==> config.mk <==
export PLATFORM = sky130hd
export DESIGN_NAME = mbp_ram
export DESIGN_NICKNAME = d
export VERILOG_FILES = /design/src/mbp_ram.sv
export SDC_FILE = /design/constraint.sdc
export NUM_CORES = 1
export LEC_CHECK = 0
export ABC_AREA = 1
export BUFFER_PORTS_ARGS = -buffer_cell sky130_fd_sc_hd__buf_4
export CELL_PAD_IN_SITES_DETAIL_PLACEMENT = 0
export CELL_PAD_IN_SITES_GLOBAL_PLACEMENT = 1
export CORE_ASPECT_RATIO = 1.4
export CORE_UTILIZATION = 35
export DETAILED_ROUTE_END_ITERATION = 8
export MAX_ROUTING_LAYER = met4
export PLACE_DENSITY_LB_ADDON = 0.25
export SLEW_MARGIN = 10
export SYNTH_ARGS = -nofsm -noshare
export SYNTH_HDL_FRONTEND = slang
export SYNTH_SLANG_ARGS = --single-unit
==> constraint.sdc <==
create_clock -name clk -period 1.95 [get_ports clk]
set_clock_uncertainty 0.2 [all_clocks]
set_input_delay 0.39 -clock clk [delete_from_list [all_inputs] [get_ports clk]]
set_output_delay 0.39 -clock clk [all_outputs]
set_load 0.005 [all_outputs]
==> src/mbp_ram.sv <==
// Generic single-write, single-read RAM with registered read data.
module mbp_ram #(
  parameter int  WIDTH     = 8,
  parameter int  DEPTH     = 16,
  localparam int ADDR_BITS = (DEPTH > 1) ? $clog2(DEPTH) : 1
) (
  input  logic                 clk,
  input  logic                 we,
  input  logic [ADDR_BITS-1:0] waddr,
  input  logic [WIDTH-1:0]     wdata,
  input  logic                 re,
  input  logic [ADDR_BITS-1:0] raddr,
  output logic [WIDTH-1:0]     rdata
);
  logic [WIDTH-1:0] mem [DEPTH];

  always_ff @(posedge clk) begin
    if (we) begin
      mem[waddr] <= wdata;
    end
    if (re) begin
      rdata <= mem[raddr];
    end
  end
endmodule

==> flow_metrics.py <==
metrics = {
    "outcome": {
        "outcome": "complete, no violations",
    },
    "cells_and_area": {
        "drive_gt1_frac": 0.1349,
        "fin_area_sq_um": 6958,
        "nets": 616,
        "mostFrequentLayoutCell": "nand2_1",
        "diodes": 0,
        "instances_no_fill": 807,
        "final_cell_mix": "nand2_1, edfxtp_1, inv_1",
        "fillers": 1548,
        "synthToLayoutAreaGrowth_pct": 19.00,
    },
    "placement": {
        "gp_congestion": 0.7855,
        "post_dp_cell_area_sq_um": 6350,
        "dp_cells": 777,
        "dp_hpwl_um": 9124,
        "io_buffer_count": 26,
    },
    "timing": {
        "slew_headroom": 0.5581,
        "rsz0062_at_grt": "false",
        "hold_violations": 0,
        "setup_viol": 0,
        "min_period_over_period": 0.8352,
        "setup-tns-final_ns": 0,
        "fmax_ghz": 0.6140,
        "worstMarginPinSlew_ns": 0.6619,
        "min_period_ns": 1.629,
        "drv_slew": 0,
    },
    "power_and_ir_drop": {
        "p_leak_nw": 2.996,
        "vdd.ir_drop.worst_mv": 0.6333,
        "p_per_area_nw_per_um2": 1009,
    },
    "synth": {
        "ys_seq_area_frac": 0.6985,
        "synth-compound-area-share": 0,
        "synth_top_family_by_area": "simple AND/OR/NAND/NOR gates",
        "synth-simple-area-share": 0.2076,
        "syn_avg_cell_area_sq_um": 10.61,
        "synthXorXnorAreaFrac": 0,
        "synthCells": 551,
        "synthDistinctLibCells": 11,
        "synth.area.mux_share": 0,
        "synth_warnings": 0,
        "synth_adder_area_share": 0,
        "synth_nets": 570,
        "netlist_area_sq_um": 5847,
        "yosys_register_bits": 136,
    },
    "setup_path": {
        "cp.required_ns": 1.36,
        "cp_top_family": "flip-flops",
        "critPathMaxFanout": 1,
        "path_buf_inv": 1,
        "endpoint_kind": "primary output",
        "critical_path_class": "reg2out",
        "startpoint_type": "flip-flop",
        "critPathMaxStageDelay_ns": 0.45,
        "crit_chain": "buf_4",
        "crit_arrival_ns": 1.04,
        "slowest_stage": "edfxtp_1",
    },
    "cts": {
        "cts_buffer_depth": 2,
        "numCtsBuffers": 17,
        "clk_pin_slew_ns": 0.06,
        "clk_latency_ns": 0.41,
        "clockRootBuffer": "clkbuf_16",
        "cts_num_sinks": 136,
        "hold_buffers": 0,
        "post_cts.repair.setup_buffers": 0,
        "h-tree-depth": 4,
        "cts_tree": "done",
        "ctsResizeCount": 0,
    },
    "route": {
        "route.detailed.drc": 0,
        "drtIter0Drc": 268,
        "routed_wl_um": 14240,
        "drtPass1Iterations": 4,
        "via_per_inst": 4.720,
        "ant_nets": 0,
        "vias": 3809,
        "wl_per_cell_um": 17.64,
    },
    "grt": {
        "first_global_vias": 3756,
        "grt_pass1_wl_um": 21730,
        "gr-total-overflow": 0,
        "grt_max_degree": 52,
        "antenna_found_initial": 0,
        "track_usage": 0.1810,
    },
    "die": {
        "dieArea_sq_um": 17230,
        "die_h_um": 154.9,
        "start_util": 0.3600,
        "core_area_sq_um": 16240,
        "io_pins": 27,
        "rows": 55,
        "die_w_um": 111.2,
    },
    "flow_run": {
        "drv_cap": 0,
    },
    "hold_path": {
        "hold_class": "in2reg",
    },
}
## sequential cells by signal (all words and copies together), names as in the netlist
signal  count
rdata       8
mem       128
## logic make-up (layout without fill, tap and decap cells)
family | count (synthesis) | in the layout
DFF | 136 | 136
and+or+nand+nor | 289 | 289
buffers and inverters | 126 | 183
## layer usage
metal | up-vias | global-route usage | wire length (um)
li1 | 1867 | - | -
met1 | 1852 | 0.2077 | 5983
met4 | 0 | 0.07014 | 261
met2 | 71 | 0.3113 | 7510
met5 | - | - | 0
met3 | 19 | 0.03701 | 481
## cells in the mapped netlist
library cell  instances  area share
inv_2                 2      0.0013
nand3b_1              2      0.0026
buf_1                 1     0.00064
buf_4                 4      0.0051
nor2_1               17       0.011
edfxtp_1            136        0.70
inv_1               100       0.064
nand2_1             173        0.11
buf_6                 6       0.012
buf_2                13       0.011
nand3_1              97       0.083
## metrics by stage
stage	power (mW)	hold WS (ns)	util	setup slack, ns
after CTS	7.102	0.09045	0.4284	0.2727
after global placement	3.805	0.5221	0.3910	0.1045
after floorplan	3.601	0.2889	-	0.4092
after global routing	7.252	0.09475	0.4284	0.2901
final	7.023	0.1056	0.4284	0.3213
after detailed placement	3.813	0.5262	0.3910	0.07669
## layout make-up
| type | instances | area [sq um] | share of cell area |
|---|---|---|---|
| sequential | 136 | 4084 | 0.5869 |
| multi-input combinational | 289 | 1214 | 0.1744 |
| clock buffer | 18 | 429.2 | 0.06168 |
| timing repair buffer | 51 | 420.4 | 0.06042 |
| inverter | 102 | 382.9 | 0.05503 |
| tap | 199 | 249.0 | 0.03578 |
| clock inverter | 12 | 178.9 | 0.02571 |
## final timing paths
check	to	cells past startpoint	from	slack, ns
setup / recovery	rdata[3]	1	rdata[3]$_DFFE_PP_	0.32
hold / removal	mem[7][0]$_DFFE_PP_	1	wdata[0]	0.11
setup reg to reg	rdata[3]$_DFFE_PP_	6	mem[7][3]$_DFFE_PP_	0.58
hold reg to reg	rdata[6]$_DFFE_PP_	6	mem[10][6]$_DFFE_PP_	0.53
## power by group
part / total (mW) / internal [mW] / switching [mW]
combinational: 0.421 / 0.141 / 0.279
sequential: 3.32 / 3.29 / 0.0242
clock: 3.28 / 2.12 / 1.16
total: 7.02 / 5.56 / 1.46
Power figures use the tool's default switching activity.
