<file path="config.mk">
export PLATFORM = sky130hd
export DESIGN_NAME = mbp_pos
export DESIGN_NICKNAME = d
export VERILOG_FILES = /design/src/mbp_pkg.sv /design/src/mbp_pos.sv
export SDC_FILE = /design/constraint.sdc
export NUM_CORES = 1
export LEC_CHECK = 0
export BUFFER_PORTS_ARGS = -buffer_cell sky130_fd_sc_hd__buf_4
export CAP_MARGIN = 20
export CORE_UTILIZATION = 57
export DETAILED_ROUTE_END_ITERATION = 10
export PLACE_DENSITY = 0.81
export SKIP_LAST_GASP = 1
export SYNTH_ARGS = -nofsm -noshare
export SYNTH_HDL_FRONTEND = slang
export SYNTH_SLANG_ARGS = --single-unit
</file>
<file path="constraint.sdc">
create_clock -name clk -period 5.19 [get_ports clk]
set_input_delay 1.038 -clock clk [delete_from_list [all_inputs] [get_ports clk]]
set_output_delay 1.038 -clock clk [all_outputs]
set_load 0.005 [all_outputs]
</file>
<file path="src/mbp_pkg.sv">
// Shared constants, codes and types of the matrix block pooling block.
package mbp_pkg;

  localparam int SAMPLE_BITS_DEF   = 24;
  localparam int MAX_TILE_COLS_DEF = 4096;

  localparam int BS_BITS        = 5;
  localparam int BS_MAX         = 16;
  localparam int MOD_BITS       = 4;
  localparam int DIM_BITS       = 13;
  localparam int DIM_MAX        = 4096;
  localparam int POS_BITS       = 12;
  localparam int CNT_BITS       = 9;
  localparam int TILE_ELEM_BITS = 8;
  localparam int CFG_INDEX_BITS = 3;
  localparam int CFG_DATA_BITS  = 13;

  typedef enum logic [CFG_INDEX_BITS-1:0] {
    REG_BLOCK_SIZE  = 3'd0,
    REG_REDUCE_MODE = 3'd1,
    REG_ROW_COUNT   = 3'd2,
    REG_COL_COUNT   = 3'd3,
    REG_SKIP_ZERO   = 3'd4
  } cfg_reg_t;

  typedef enum logic [1:0] {
    MODE_AVG     = 2'd0,
    MODE_MAX     = 2'd1,
    MODE_MIN     = 2'd2,
    MODE_MAX_ABS = 2'd3
  } mode_t;

  typedef enum logic {
    ALU_ADD = 1'b0,
    ALU_SUB = 1'b1
  } alu_op_t;

  // Where the current element sits in the tile grid.
  typedef struct packed {
    logic                first;
    logic                tile_end;
    logic                mat_end;
    logic [POS_BITS-1:0] tile_row;
    logic [POS_BITS-1:0] tile_col;
  } pos_t;

endpackage

</file>
<file path="src/mbp_pos.sv">
// Raster position tracker: element position, position inside the tile and tile indexes.
module mbp_pos
  import mbp_pkg::*;
#(
  parameter int  MAX_TILE_COLS = MAX_TILE_COLS_DEF,
  localparam int IDX_BITS      = (MAX_TILE_COLS > 1) ? $clog2(MAX_TILE_COLS) : 1
) (
  input  logic                clk,
  input  logic                rst,
  input  logic                clear,
  input  logic                advance,
  input  logic [BS_BITS-1:0]  bs,
  input  logic [DIM_BITS-1:0] rows,
  input  logic [DIM_BITS-1:0] cols,
  output pos_t                pos,
  output logic [IDX_BITS-1:0] idx
);
  logic [POS_BITS-1:0] col;
  logic [POS_BITS-1:0] row;
  logic [MOD_BITS-1:0] col_mod;
  logic [MOD_BITS-1:0] row_mod;
  logic [POS_BITS-1:0] tile_col;
  logic [POS_BITS-1:0] tile_row;
  logic [MOD_BITS-1:0] bs_last;
  logic                last_col;
  logic                last_row;
  logic                col_wrap;
  logic                row_wrap;

  always_comb begin
    bs_last  = MOD_BITS'(bs - BS_BITS'(1));
    last_col = (DIM_BITS'(col) + DIM_BITS'(1)) >= cols;
    last_row = (DIM_BITS'(row) + DIM_BITS'(1)) >= rows;
    col_wrap = (col_mod == bs_last);
    row_wrap = (row_mod == bs_last);

    pos.first    = (col_mod == '0) && (row_mod == '0);
    pos.tile_end = (row_wrap || last_row) && (col_wrap || last_col);
    pos.mat_end  = last_row && last_col;
    pos.tile_row = tile_row;
    pos.tile_col = tile_col;
  end

  always_ff @(posedge clk) begin
    if (rst || clear) begin
      col      <= '0;
      row      <= '0;
      col_mod  <= '0;
      row_mod  <= '0;
      tile_col <= '0;
      tile_row <= '0;
      idx      <= '0;
    end else if (advance) begin
      if (last_col) begin
        col      <= '0;
        col_mod  <= '0;
        tile_col <= '0;
        idx      <= '0;
        if (last_row) begin
          row      <= '0;
          row_mod  <= '0;
          tile_row <= '0;
        end else begin
          row <= row + POS_BITS'(1);
          if (row_wrap) begin
            row_mod  <= '0;
            tile_row <= tile_row + POS_BITS'(1);
          end else begin
            row_mod <= row_mod + MOD_BITS'(1);
          end
        end
      end else begin
        col <= col + POS_BITS'(1);
        if (col_wrap) begin
          col_mod  <= '0;
          tile_col <= tile_col + POS_BITS'(1);
          // The accumulator slot wraps at the store depth.
          if (idx == IDX_BITS'(MAX_TILE_COLS - 1)) begin
            idx <= '0;
          end else begin
            idx <= idx + IDX_BITS'(1);
          end
        end else begin
          col_mod <= col_mod + MOD_BITS'(1);
        end
      end
    end
  end
endmodule

</file>
==> impl_results.md <==
* Status: finished, final reports clean
* DRT Pass-1 Iters at 5
* Gr usage total at 27.5%
* Slowest stage delay, CP at 0.44 ns
* Cts repair resizes at 0
* ANT cells at 0
* Die span in y at 90.5 um
* Area of the die at between 8000 and 9000 sq um
* Met1 wire length at just under 5000 um
* Worst Path Required at a little over 4 ns
* Clk_skew at 0.0165 ns
* Post-synth EDFFs at 0
* CP Max Fanout at 9
* Slew @ Worst Pin at 1.01 ns
* Hold buffers post-CTS at 0
* CP max stage cell: and4_1
* Number of remaining DRC errors at 0
* Critical path's top delay family: simple AND/OR/NAND/NOR gates
* Vias per cell at 6.04
* Initial DRC count at around 230
* Hold path startpoint: row[11]
* Num CTS Buffers at 9
* Fmax at about 220 MHz
* Root Buffer: clkbuf_8
* FF+latch count, synth at 68
* Hold depth at 2
* P&R area growth vs syn at 18.7%
* Clock Latency Late Sink at 0.35 ns
* Avg Cell Area, Syn at 8.09 sq um
* Wire length per cell at 15.1 um
* Cell Area, Synth at between 4000 and 5000 sq um
* Clk pin slew, worst setup/hold paths at approximately 0.08 ns
* Tcrit/Tclk final at 87.7%
* Netlist cell types at 50
* Final hold violation count at 0
* Peak VDD IR at around 0.13 mV
* Ports at 74
* CP cell instances: ha_1, nand3_1, nor3_1, and3_1, xor2_1, ha_1, and4_1, and4_1, a21oi_1, buf_4, nor2_1, buf_4
* Setup WS pre-CTS at 0.805 ns
* Total congestion overflow at 0
* Initial antenna violation count at 0
* Seq/Total Area, Yosys at slightly above 30%
* Die X at 90.5 um
* CTS tree: yes
* Asr flop ratio synth at 0%
* Clock period minus worst slack at ~4.6 ns
* Most frequent cells in the layout: 78 x buf_4, 68 x dfxtp_1, 51 x a21oi_1
* Via count at 4341
* Flop-to-flop setup slack at 0.77 ns
* PD cells at ~220 nW/um^2
* CP arrival at 3.51 ns
* Dpl hpwl at 7580 um
* Hold Path Class: flip-flop to flip-flop
* Final wirelength at 10800 um
* Crit. End Element: primary output
* Most common cell after layout, fill and taps aside: buf_4
* Fraction of layout cells with a size suffix above 1 at 16.6%
* Hold EP: row[11]
* Synth warn at 0
* Setup violations, final at 0
* Setup TNS at 0 ns
* CP startpoint kind: flip-flop
* Most common flop cell mapped by yosys: dfxtp_1
* Max Slew Vio Count at 0
* Post-layout nets at 687
* Met2 wire len at 5300 um
* Rel. slew slack at 32.3%
* IO Port Bufs at 72
* Final worst-path setup slack at 0.637 ns
* Number of global-route vias before repair at 4073
* Core box area at 7410 sq um
* Maxcap violations at 0
* Reg-to-Reg End: tile_col[5]
* Max layer used: met4
* Bufs on Longest Clock Path at 2
* CTS sink count at a little under 70
* Post-CTS Setup Inserts at 0
* Std-Cell Rows at 31
* Worst Path Buf+Inv at 2
* Metal3 WL at 517 um
* Initial Util at around three fifths
* Global-route wire length before repair at between 15000 and 20000 um
* ANT nets after route at 0
* Mapped Nets at approximately 620
* R2R depth at 12
* GPL Wtd Cong at 0.799
* Post-layout util at 71.4%
* H-tree levels at 3
* Crit path kind: flip-flop to primary output
* Leakage power at between 2 and 2.5 nW
* RSZ-0062 raised after global routing: no
* R2r startpoint: col[0]
* Cells after Synth at 551
* Pin count of the biggest net entering global routing at 32
stage by stage:
step                      hold WS, ns  instances  area, sq um  power, W
after floorplan                 0.432        551         4460  0.000589
after global placement          0.439        703         5030  0.000618
after detailed placement        0.447        703         5030  0.000622
after CTS                       0.458        719         5290   0.00118
after global routing            0.492        719         5290   0.00121
final                           0.456        719         5290   0.00118
cells by family after synthesis:
family                     synth area share (%)
and+or+nand+nor                            25.8
muxes                                     0.449
buffers and inverters                      6.14
adders and majority gates                  10.4
AOI/OAI and AO/OA                          18.7
DFF                                        30.5
xor gates and xnor gates                   7.97
registers in the layout, summed over array words and instances (netlist names):
register  count
idx          12
row_mod       4
tile_row     12
row          12
col          12
col_mod       4
tile_col     12
area by class of cell:
type	count	area, sq um
clock buffer	11	151
clock inverter	5	106
fill	602	2120
inverter	37	139
multi-input combinational	421	2820
sequential	68	1360
tap	99	124
timing repair buffer	78	586
power breakdown:
| group | internal, W | switching (W) |
|---|---|---|
| Clock | 0.000347 | 0.000218 |
| Sequential | 0.000522 | 0.00000180 |
| Combinational | 0.0000366 | 0.0000495 |
| Total | 0.000907 | 0.000269 |
Yosys cell counts, types with 5 or more instances:
cell | instances | area share, %
buf_2 | 9 | 1.0
a31oi_1 | 14 | 2.0
nand4_1 | 14 | 2.0
o31ai_1 | 17 | 2.9
and2_1 | 5 | 0.70
nor3_1 | 7 | 0.79
nand2_1 | 48 | 4.0
dfxtp_1 | 68 | 31
a21oi_1 | 51 | 5.7
and4_1 | 7 | 1.4
nor2_1 | 28 | 2.4
o21ai_0 | 16 | 1.8
and3_1 | 12 | 1.7
nand4b_1 | 8 | 1.6
xor2_1 | 24 | 4.7
or4_1 | 17 | 2.9
a21o_1 | 6 | 1.0
inv_1 | 37 | 3.1
nand2b_1 | 7 | 0.98
o211ai_1 | 6 | 1.0
ha_1 | 37 | 10
nand3_1 | 42 | 4.7
clkbuf_1 | 8 | 0.67
xnor2_1 | 14 | 2.7
layer usage:
metal  vias to the layer above  global-route usage (%)
met1                      2051                    35.5
met5                         -                       0
li1                       2142                       -
met3                        19                    4.88
met4                         0                    10.6
met2                       129                    45.7
worst max-delay path by stage:
stage / from / end / cells after the start
after floorplan: col[0] / pos[25] / 13
after global placement: col[0] / idx[10] / 12
after detailed placement: col[0] / tile_col[5] / 12
after CTS: col[0] / pos[24] / 12
after global routing: col[0] / pos[24] / 12
final: col[0] / pos[24] / 12
worst min-delay path: stages (launching register included):
cell and delay (ns):
dfxtp_1 0.31, nand2_1 0.05, a21oi_1 0.05
Note: power is estimated with default switching activity, not from simulation.
