## src/mbp_pkg.sv

```systemverilog
// Shared constants, codes and types of the matrix block pooling block.
package mbp_pkg;

  localparam int SAMPLE_BITS_DEF   = 24;
  localparam int MAX_TILE_COLS_DEF = 4096;

  localparam int BS_BITS        = 5;
  localparam int BS_MAX         = 16;
  localparam int MOD_BITS       = 4;
  localparam int DIM_BITS       = 13;
  localparam int DIM_MAX        = 4096;
  localparam int POS_BITS       = 12;
  localparam int CNT_BITS       = 9;
  localparam int TILE_ELEM_BITS = 8;
  localparam int CFG_INDEX_BITS = 3;
  localparam int CFG_DATA_BITS  = 13;

  typedef enum logic [CFG_INDEX_BITS-1:0] {
    REG_BLOCK_SIZE  = 3'd0,
    REG_REDUCE_MODE = 3'd1,
    REG_ROW_COUNT   = 3'd2,
    REG_COL_COUNT   = 3'd3,
    REG_SKIP_ZERO   = 3'd4
  } cfg_reg_t;

  typedef enum logic [1:0] {
    MODE_AVG     = 2'd0,
    MODE_MAX     = 2'd1,
    MODE_MIN     = 2'd2,
    MODE_MAX_ABS = 2'd3
  } mode_t;

  typedef enum logic {
    ALU_ADD = 1'b0,
    ALU_SUB = 1'b1
  } alu_op_t;

  // Where the current element sits in the tile grid.
  typedef struct packed {
    logic                first;
    logic                tile_end;
    logic                mat_end;
    logic [POS_BITS-1:0] tile_row;
    logic [POS_BITS-1:0] tile_col;
  } pos_t;

endpackage

```

## src/mbp_alu.sv

```systemverilog
// Shared add/subtract unit used for sums, compares, negation and division steps.
module mbp_alu
  import mbp_pkg::*;
#(
  parameter int WIDTH = 33
) (
  input  alu_op_t                 op,
  input  logic signed [WIDTH-1:0] a,
  input  logic signed [WIDTH-1:0] b,
  output logic signed [WIDTH-1:0] y
);
  always_comb begin
    if (op == ALU_SUB) begin
      y = a - b;
    end else begin
      y = a + b;
    end
  end
endmodule

```

## config.mk

```make
export PLATFORM = sky130hd
export DESIGN_NAME = mbp_alu
export DESIGN_NICKNAME = d
export VERILOG_FILES = /design/src/mbp_pkg.sv /design/src/mbp_alu.sv
export SDC_FILE = /design/constraint.sdc
export NUM_CORES = 1
export LEC_CHECK = 0
export BUFFER_PORTS_ARGS = -buffer_cell sky130_fd_sc_hd__clkbuf_2
export CAP_MARGIN = 0
export CORE_MARGIN = 2
export CORE_UTILIZATION = 52
export DETAILED_ROUTE_END_ITERATION = 16
export PLACE_DENSITY = 0.92
export SYNTH_ARGS = -nofsm -noshare
export SYNTH_HDL_FRONTEND = slang
export SYNTH_SLANG_ARGS = --single-unit
```

## constraint.sdc

```tcl
create_clock -name vclk -period 5.5
set_input_delay 0.55 -clock vclk [all_inputs]
set_output_delay 0.55 -clock vclk [all_outputs]
set_load 0.05 [all_outputs]
```

==> results of run 1 <==
==> cells by family after synthesis <==
| family | after synthesis | share of synthesized area, % |
|---|---|---|
| fa+ha+maj | 34 | 17.1 |
| compound gates | 124 | 31.6 |
| buf+inv | 28 | 5.03 |
| simple gates | 125 | 26.2 |
| xor+xnor | 57 | 19.7 |
| mux | 1 | 0.394 |
==> through the flow <==
stage	cell area, um2	setup slack, ps
after CTS	3090	285
after floorplan	2540	399
after detailed placement	3090	293
after global routing	3090	37.2
final	3090	237
after global placement	3090	362
==> how the worst max path moves through the flow <==
stage / start / to / slack, ps / depth (start not counted)
floorplan: b[6] / y[31] / 400 / 14
global placement: b[6] / y[24] / 360 / 16
detailed placement: b[6] / y[32] / 290 / 17
CTS: b[6] / y[30] / 290 / 17
global route: b[12] / y[32] / 40 / 15
finish: b[6] / y[30] / 240 / 17
==> power by group <==
part	switching [uW]	total [uW]	internal (uW)
combinational	544	779	235
sequential	0	0	0
clock	0	0	0
==> area by class of cell <==
cell class	count	area (um2)	area share, %
Multi-Input combinational cell	341	2410	78.0
Inverter	19	71.3	2.31
Tap cell	67	83.8	2.71
Timing Repair Buffer	103	523	16.9
==> cell usage after synthesis (2+ instances only) <==
cell type and instances:
a21oi_1 50, a211oi_1 5, nand4_1 4, inv_1 19, o211ai_1 3, o21ai_0 15
nor2b_1 2, buf_6 3, or4_1 2, o2111ai_1 2, nor4_1 3, nand4b_1 2
or2_2 2, clkbuf_1 6, nand2_1 20, nor3_1 14, ha_1 33, xnor2_1 52
a221o_1 4, o21bai_1 6, a31oi_1 7, o21a_1 4, nand3_1 12, nor2_1 38
a21o_1 13, and3_1 4, o31ai_1 2, nor3b_1 4, xor2_1 5, and2_1 4
==> worst max-delay path, cell delays in order <==
cell      delay [ps]
clkbuf_2         110
or4_4            560
or3_4            360
nor3b_4          290
nand2_2          100
nor2_4           190
a21oi_1          110
xnor2_1          170
ha_1             380
a21o_1           210
a21o_1           180
a21o_1           190
a221oi_1         420
o21bai_1         110
a211oi_1         330
xnor2_1          160
clkbuf_2         300
==> layer usage <==
metal,global-route usage (%),vias up
met5,0,-
met4,4.24,0
met3,2.19,12
met2,49.0,137
met1,32.3,1425
li1,-,1553
==> impl_metrics.xml, run 1 <==
<?xml version="1.0" encoding="UTF-8"?>
<metrics>
  <group name="routing">
    <metric name="drc" unit="">0</metric>
    <metric name="route.met3.wl" unit="um">514</metric>
    <metric name="wl_met1" unit="mm">3.07</metric>
    <metric name="detail_route.first_pass.iterations" unit="">4</metric>
    <metric name="routed_antenna_nets" unit="">0</metric>
    <metric name="routed-via-count" unit="">3127</metric>
    <metric name="drt-initial-drc-count" unit="">217</metric>
    <metric name="average_wire_length_per_cell_after_detail_routing" unit="um">13.9</metric>
    <metric name="dr.max_layer_used" unit="">met4</metric>
    <metric name="detailed_route_wirelength_on_metal2" unit="mm">3.66</metric>
    <metric name="totalWireLength" unit="mm">7.34</metric>
    <metric name="detail_route.vias_per_cell" unit="">5.90</metric>
  </group>
  <group name="final_layout">
    <metric name="post_layout_nonfiller_instances" unit="">530</metric>
    <metric name="layout.cells.most_common_list" unit="">100 x clkbuf_2, 52 x xnor2_1, 50 x a21oi_1</metric>
    <metric name="layout.clock_buffers" unit="">0</metric>
    <metric name="drive_gt1_share" unit="%">25.7</metric>
    <metric name="num-nets-final" unit="">566</metric>
    <metric name="layout.sequential_cells" unit="">0</metric>
    <metric name="fillerInstances" unit="">413</metric>
    <metric name="layout-area-overhead-vs-synth" unit="%">21.7</metric>
    <metric name="layout.cells.most_common" unit="">clkbuf_2</metric>
    <metric name="finish.utilization" unit="%">65.4</metric>
    <metric name="area.sequential" unit="um2">0</metric>
    <metric name="antenna-diode-count" unit="">0</metric>
  </group>
  <group name="worst_hold_path">
    <metric name="hold_path_class" unit="">input port to primary output</metric>
    <metric name="hold-path-endpoint" unit="">y[0]</metric>
    <metric name="min-delay-start" unit="">a[0]</metric>
    <metric name="worst_hold_path.num_cells" unit="">5</metric>
  </group>
  <group name="clock_network">
    <metric name="cts_hold_buffers" unit="">0</metric>
    <metric name="cts_setup_buffers" unit="">0</metric>
    <metric name="post_cts.resized_instances" unit="">0</metric>
  </group>
  <group name="place">
    <metric name="numPortBuffers" unit="">100</metric>
    <metric name="routabilityCongestion" unit="">0.913</metric>
    <metric name="dpl.hpwl" unit="mm">6.23</metric>
    <metric name="dp.cells" unit="">530</metric>
  </group>
  <group name="sta">
    <metric name="fin_crit" unit="ps">5260</metric>
    <metric name="pin_slew_with_the_least_headroom_to_its_limit" unit="ps">698</metric>
    <metric name="grt_setup_unrepaired" unit="">no</metric>
    <metric name="tns" unit="ps">0</metric>
    <metric name="setup_viol" unit="">0</metric>
    <metric name="final_worst_path_period_share" unit="%">95.7</metric>
    <metric name="timing_max_transition_violations_final" unit="">0</metric>
    <metric name="slew_headroom" unit="%">53.1</metric>
    <metric name="timing.final.hold_violations" unit="">0</metric>
    <metric name="clock.fmax" unit="GHz">0.190</metric>
    <metric name="final.hold.worst_slack" unit="ps">1590</metric>
  </group>
  <group name="pwr">
    <metric name="irDropWorstVdd" unit="V">0.000157</metric>
    <metric name="totalPowerFinal" unit="uW">779</metric>
    <metric name="p_leak" unit="uW">0.00145</metric>
    <metric name="power-per-cell-area" unit="nW/um2">252</metric>
  </group>
  <group name="setup_path">
    <metric name="endpoint_kind" unit="">primary output</metric>
    <metric name="worst_setup_path_start_kind" unit="">input port</metric>
    <metric name="type_of_the_worst_setup_path" unit="">input port to primary output</metric>
    <metric name="worst_ep_arrival_time" unit="ps">4710</metric>
    <metric name="worst-path-max-fanout" unit="">7</metric>
    <metric name="worst-endpoint-required" unit="ps">4950</metric>
  </group>
  <group name="floorplanning">
    <metric name="floorplan.initialDensity" unit="%">53.7</metric>
    <metric name="floorplan.core_area" unit="um2">4720</metric>
    <metric name="top_level_port_count" unit="">100</metric>
    <metric name="dieHeight" unit="um">73.9</metric>
    <metric name="design.die.area" unit="um2">5450</metric>
    <metric name="die_x" unit="um">73.9</metric>
    <metric name="row_count" unit="">25</metric>
  </group>
  <group name="synth">
    <metric name="yosys.area.top_type_share" unit="%">17.9</metric>
    <metric name="yosys.area.top_type" unit="">xnor2_1</metric>
    <metric name="netlist_instances" unit="">369</metric>
    <metric name="total_standard_cell_area_after_synthesis" unit="um2">2540</metric>
    <metric name="yosys_warnings" unit="">0</metric>
    <metric name="ys_top_cells_by_area" unit="">xnor2_1 18%, ha_1 16%, a21oi_1 9.9%, nor2_1 5.6%, a21o_1 3.8%</metric>
    <metric name="synth.lib_cells_used.distinct" unit="">59</metric>
    <metric name="post_synthesis_net_count" unit="">470</metric>
    <metric name="syn-mean-instance-area" unit="um2">6.88</metric>
    <metric name="sequential_cell_area_fraction_in_the_yosys_report" unit="%">0</metric>
  </group>
  <group name="flow_run">
    <metric name="timing.max_cap.violations" unit="">0</metric>
  </group>
  <group name="global_route">
    <metric name="globalRouteOverflowTotal" unit="">0</metric>
    <metric name="groute.usage.overall" unit="%">26.1</metric>
    <metric name="maximum_number_of_pins_on_one_net_before_global_route_repair" unit="">33</metric>
    <metric name="antenna_found_initial" unit="">0</metric>
    <metric name="wire_length_of_the_first_global_routing_pass" unit="mm">11.9</metric>
    <metric name="number_of_global_route_vias_before_repair" unit="">2863</metric>
  </group>
  <group name="run_status">
    <metric name="outcome" unit="">finished clean</metric>
  </group>
</metrics>
No activity file was read; power rests on OpenSTA's default activity.
==> run 2: changes to the inputs <==
==> constraint.sdc (replaced) <==
create_clock -name vclk -period 5.5
set_input_delay 0.55 -clock vclk [all_inputs]
set_output_delay 0.55 -clock vclk [all_outputs]
set_load 0.1 [all_outputs]
==> run 2 against run 1 <==
Compared with the run above:
- critical path type unchanged
- core utilization increased by 2.2 points
- non-clock buffer count unchanged
- critical path depth unchanged
- sequential cell count unchanged
- total power increased by 46%
- first-iteration DRC count increased by 6.9%
- sequential share of layout area unchanged
- critical endpoint is now y[32]
- count of clock-buffer cells in the layout unchanged
- fmax increased by 0.70%
- cell count unchanged
- combinational power increased by 45%
- via count decreased by 0.38%
==> impl_metrics.xml, run 2 (same netlist as run 1, synthesis figures left out) <==
<?xml version="1.0" encoding="UTF-8"?>
<metrics>
  <group name="setup_path">
    <metric name="worst-endpoint-required" unit="ps">4950</metric>
    <metric name="worstSetupStartpoint" unit="">b[6]</metric>
    <metric name="buffer_and_inverter_count_on_the_worst_path" unit="">2</metric>
    <metric name="critical-path-top-cell-by-count" unit="">a21o_1</metric>
    <metric name="endpoint_kind" unit="">primary output</metric>
    <metric name="type_of_the_worst_setup_path" unit="">input port to primary output</metric>
    <metric name="worst_ep_arrival_time" unit="ps">4680</metric>
    <metric name="worst_setup_path_start_kind" unit="">input port</metric>
    <metric name="slowest_stage" unit="">or4_4</metric>
    <metric name="crit_path_cell_trace" unit="">clkbuf_2 -&gt; or4_4 -&gt; or3_4 -&gt; nor3b_4 -&gt; nand2_2 -&gt; nor2_4 -&gt; a21oi_1 -&gt; xnor2_1 -&gt; ha_1 -&gt; a21o_1 -&gt; a21o_1 -&gt; a21o_1 -&gt; a221oi_1 -&gt; o21ai_0 -&gt; a211oi_1 -&gt; xnor2_1 -&gt; buf_12</metric>
    <metric name="timing.critical_path.slowest_cell_delay" unit="ps">550</metric>
    <metric name="worst-path-max-fanout" unit="">7</metric>
    <metric name="timing.critical_path.max_delay_family" unit="">compound AO/OA/AOI/OAI gates</metric>
  </group>
  <group name="clock_network">
    <metric name="cts_setup_buffers" unit="">0</metric>
    <metric name="cts_hold_buffers" unit="">0</metric>
    <metric name="post_cts.resized_instances" unit="">0</metric>
  </group>
  <group name="final_layout">
    <metric name="layout.sequential_cells" unit="">0</metric>
    <metric name="area.sequential" unit="um2">0</metric>
    <metric name="layout.clock_buffers" unit="">0</metric>
    <metric name="drive_gt1_share" unit="%">26.3</metric>
    <metric name="antenna-diode-count" unit="">0</metric>
    <metric name="layout.cells.most_common" unit="">clkbuf_2</metric>
    <metric name="fillerInstances" unit="">417</metric>
    <metric name="layout.cells.most_common_list" unit="">92 x clkbuf_2, 52 x xnor2_1, 50 x a21oi_1</metric>
    <metric name="num-nets-final" unit="">566</metric>
    <metric name="layout-area-overhead-vs-synth" unit="%">25.7</metric>
  </group>
  <group name="pwr">
    <metric name="power-per-cell-area" unit="nW/um2">355</metric>
    <metric name="p_leak" unit="uW">0.00148</metric>
    <metric name="irDropWorstVdd" unit="V">0.000270</metric>
  </group>
  <group name="floorplanning">
    <metric name="floorplan.initialDensity" unit="%">53.7</metric>
    <metric name="die_x" unit="um">73.9</metric>
    <metric name="dieHeight" unit="um">73.9</metric>
    <metric name="top_level_port_count" unit="">100</metric>
    <metric name="row_count" unit="">25</metric>
    <metric name="design.die.area" unit="um2">5450</metric>
    <metric name="floorplan.core_area" unit="um2">4720</metric>
  </group>
  <group name="sta">
    <metric name="timing_max_transition_violations_final" unit="">0</metric>
    <metric name="fin_crit" unit="ps">5230</metric>
    <metric name="final_critical_path_setup_slack" unit="ps">273</metric>
    <metric name="final_worst_path_period_share" unit="%">95.0</metric>
    <metric name="grt_setup_unrepaired" unit="">no</metric>
    <metric name="clock.fmax" unit="GHz">0.191</metric>
    <metric name="slew_headroom" unit="%">56.7</metric>
    <metric name="pin_slew_with_the_least_headroom_to_its_limit" unit="ps">633</metric>
    <metric name="tns" unit="ps">0</metric>
    <metric name="timing.final.hold_violations" unit="">0</metric>
    <metric name="setup_viol" unit="">0</metric>
  </group>
  <group name="place">
    <metric name="routabilityCongestion" unit="">0.990</metric>
    <metric name="dpl.hpwl" unit="mm">6.38</metric>
    <metric name="numPortBuffers" unit="">100</metric>
    <metric name="post_place_worst_slack" unit="ps">306</metric>
  </group>
  <group name="worst_hold_path">
    <metric name="worst_hold_path.num_cells" unit="">5</metric>
    <metric name="min-delay-start" unit="">a[32]</metric>
    <metric name="hold-path-endpoint" unit="">y[32]</metric>
    <metric name="hold_path_class" unit="">input port to primary output</metric>
  </group>
  <group name="routing">
    <metric name="drc" unit="">0</metric>
    <metric name="routed-via-count" unit="">3115</metric>
    <metric name="average_wire_length_per_cell_after_detail_routing" unit="um">13.9</metric>
    <metric name="drt-initial-drc-count" unit="">232</metric>
    <metric name="detail_route.vias_per_cell" unit="">5.88</metric>
    <metric name="totalWireLength" unit="mm">7.37</metric>
    <metric name="detail_route.first_pass.iterations" unit="">5</metric>
    <metric name="routed_antenna_nets" unit="">0</metric>
  </group>
  <group name="global_route">
    <metric name="wire_length_of_the_first_global_routing_pass" unit="mm">11.7</metric>
    <metric name="number_of_global_route_vias_before_repair" unit="">2758</metric>
    <metric name="groute.usage.overall" unit="%">26.0</metric>
    <metric name="globalRouteOverflowTotal" unit="">0</metric>
    <metric name="antenna_found_initial" unit="">0</metric>
    <metric name="maximum_number_of_pins_on_one_net_before_global_route_repair" unit="">33</metric>
  </group>
  <group name="flow_run">
    <metric name="timing.max_cap.violations" unit="">0</metric>
  </group>
  <group name="run_status">
    <metric name="outcome" unit="">finished clean</metric>
  </group>
</metrics>
[run 2: final cells by class]
| type | count | area (um2) | area share [%] |
|---|---|---|---|
| Timing Repair Buffer | 103 | 606 | 19.0 |
| Multi-Input combinational cell | 341 | 2430 | 76.2 |
| Inverter | 19 | 71.3 | 2.24 |
| Tap cell | 67 | 83.8 | 2.63 |
[run 2: worst max path at each step]
stage                     depth (start not counted)     to  slack (ps)
final                                            17  y[32]         270
after global routing                             17  y[30]          30
after CTS                                        17  y[32]         300
after detailed placement                         17  y[32]         310
after global placement                           16  y[24]         350
after floorplan                                  16  y[30]          40
[run 2: power breakdown]
part | internal (uW) | switching [uW]
Combinational | 277 | 857
Clock | 0 | 0
Sequential | 0 | 0
[run 2: stage by stage]
stage	area (um2)	util, %	power (uW)	instances	hold WS [ps]
2_1_floorplan	2560	-	916	369	1550
3_3_place_gp	3190	67.5	1120	530	1690
3_5_place_dp	3190	67.5	1130	530	1710
4_1_cts	3190	67.5	1130	530	1710
5_1_grt	3190	67.5	1190	530	1740
6_report	3190	67.5	1130	530	1710
[run 2: routing by layer]
layer	track usage [%]	wire [um]
met5	0	0
met2	47.1	3700
met3	0.823	392
met1	34.1	3100
met4	5.45	176
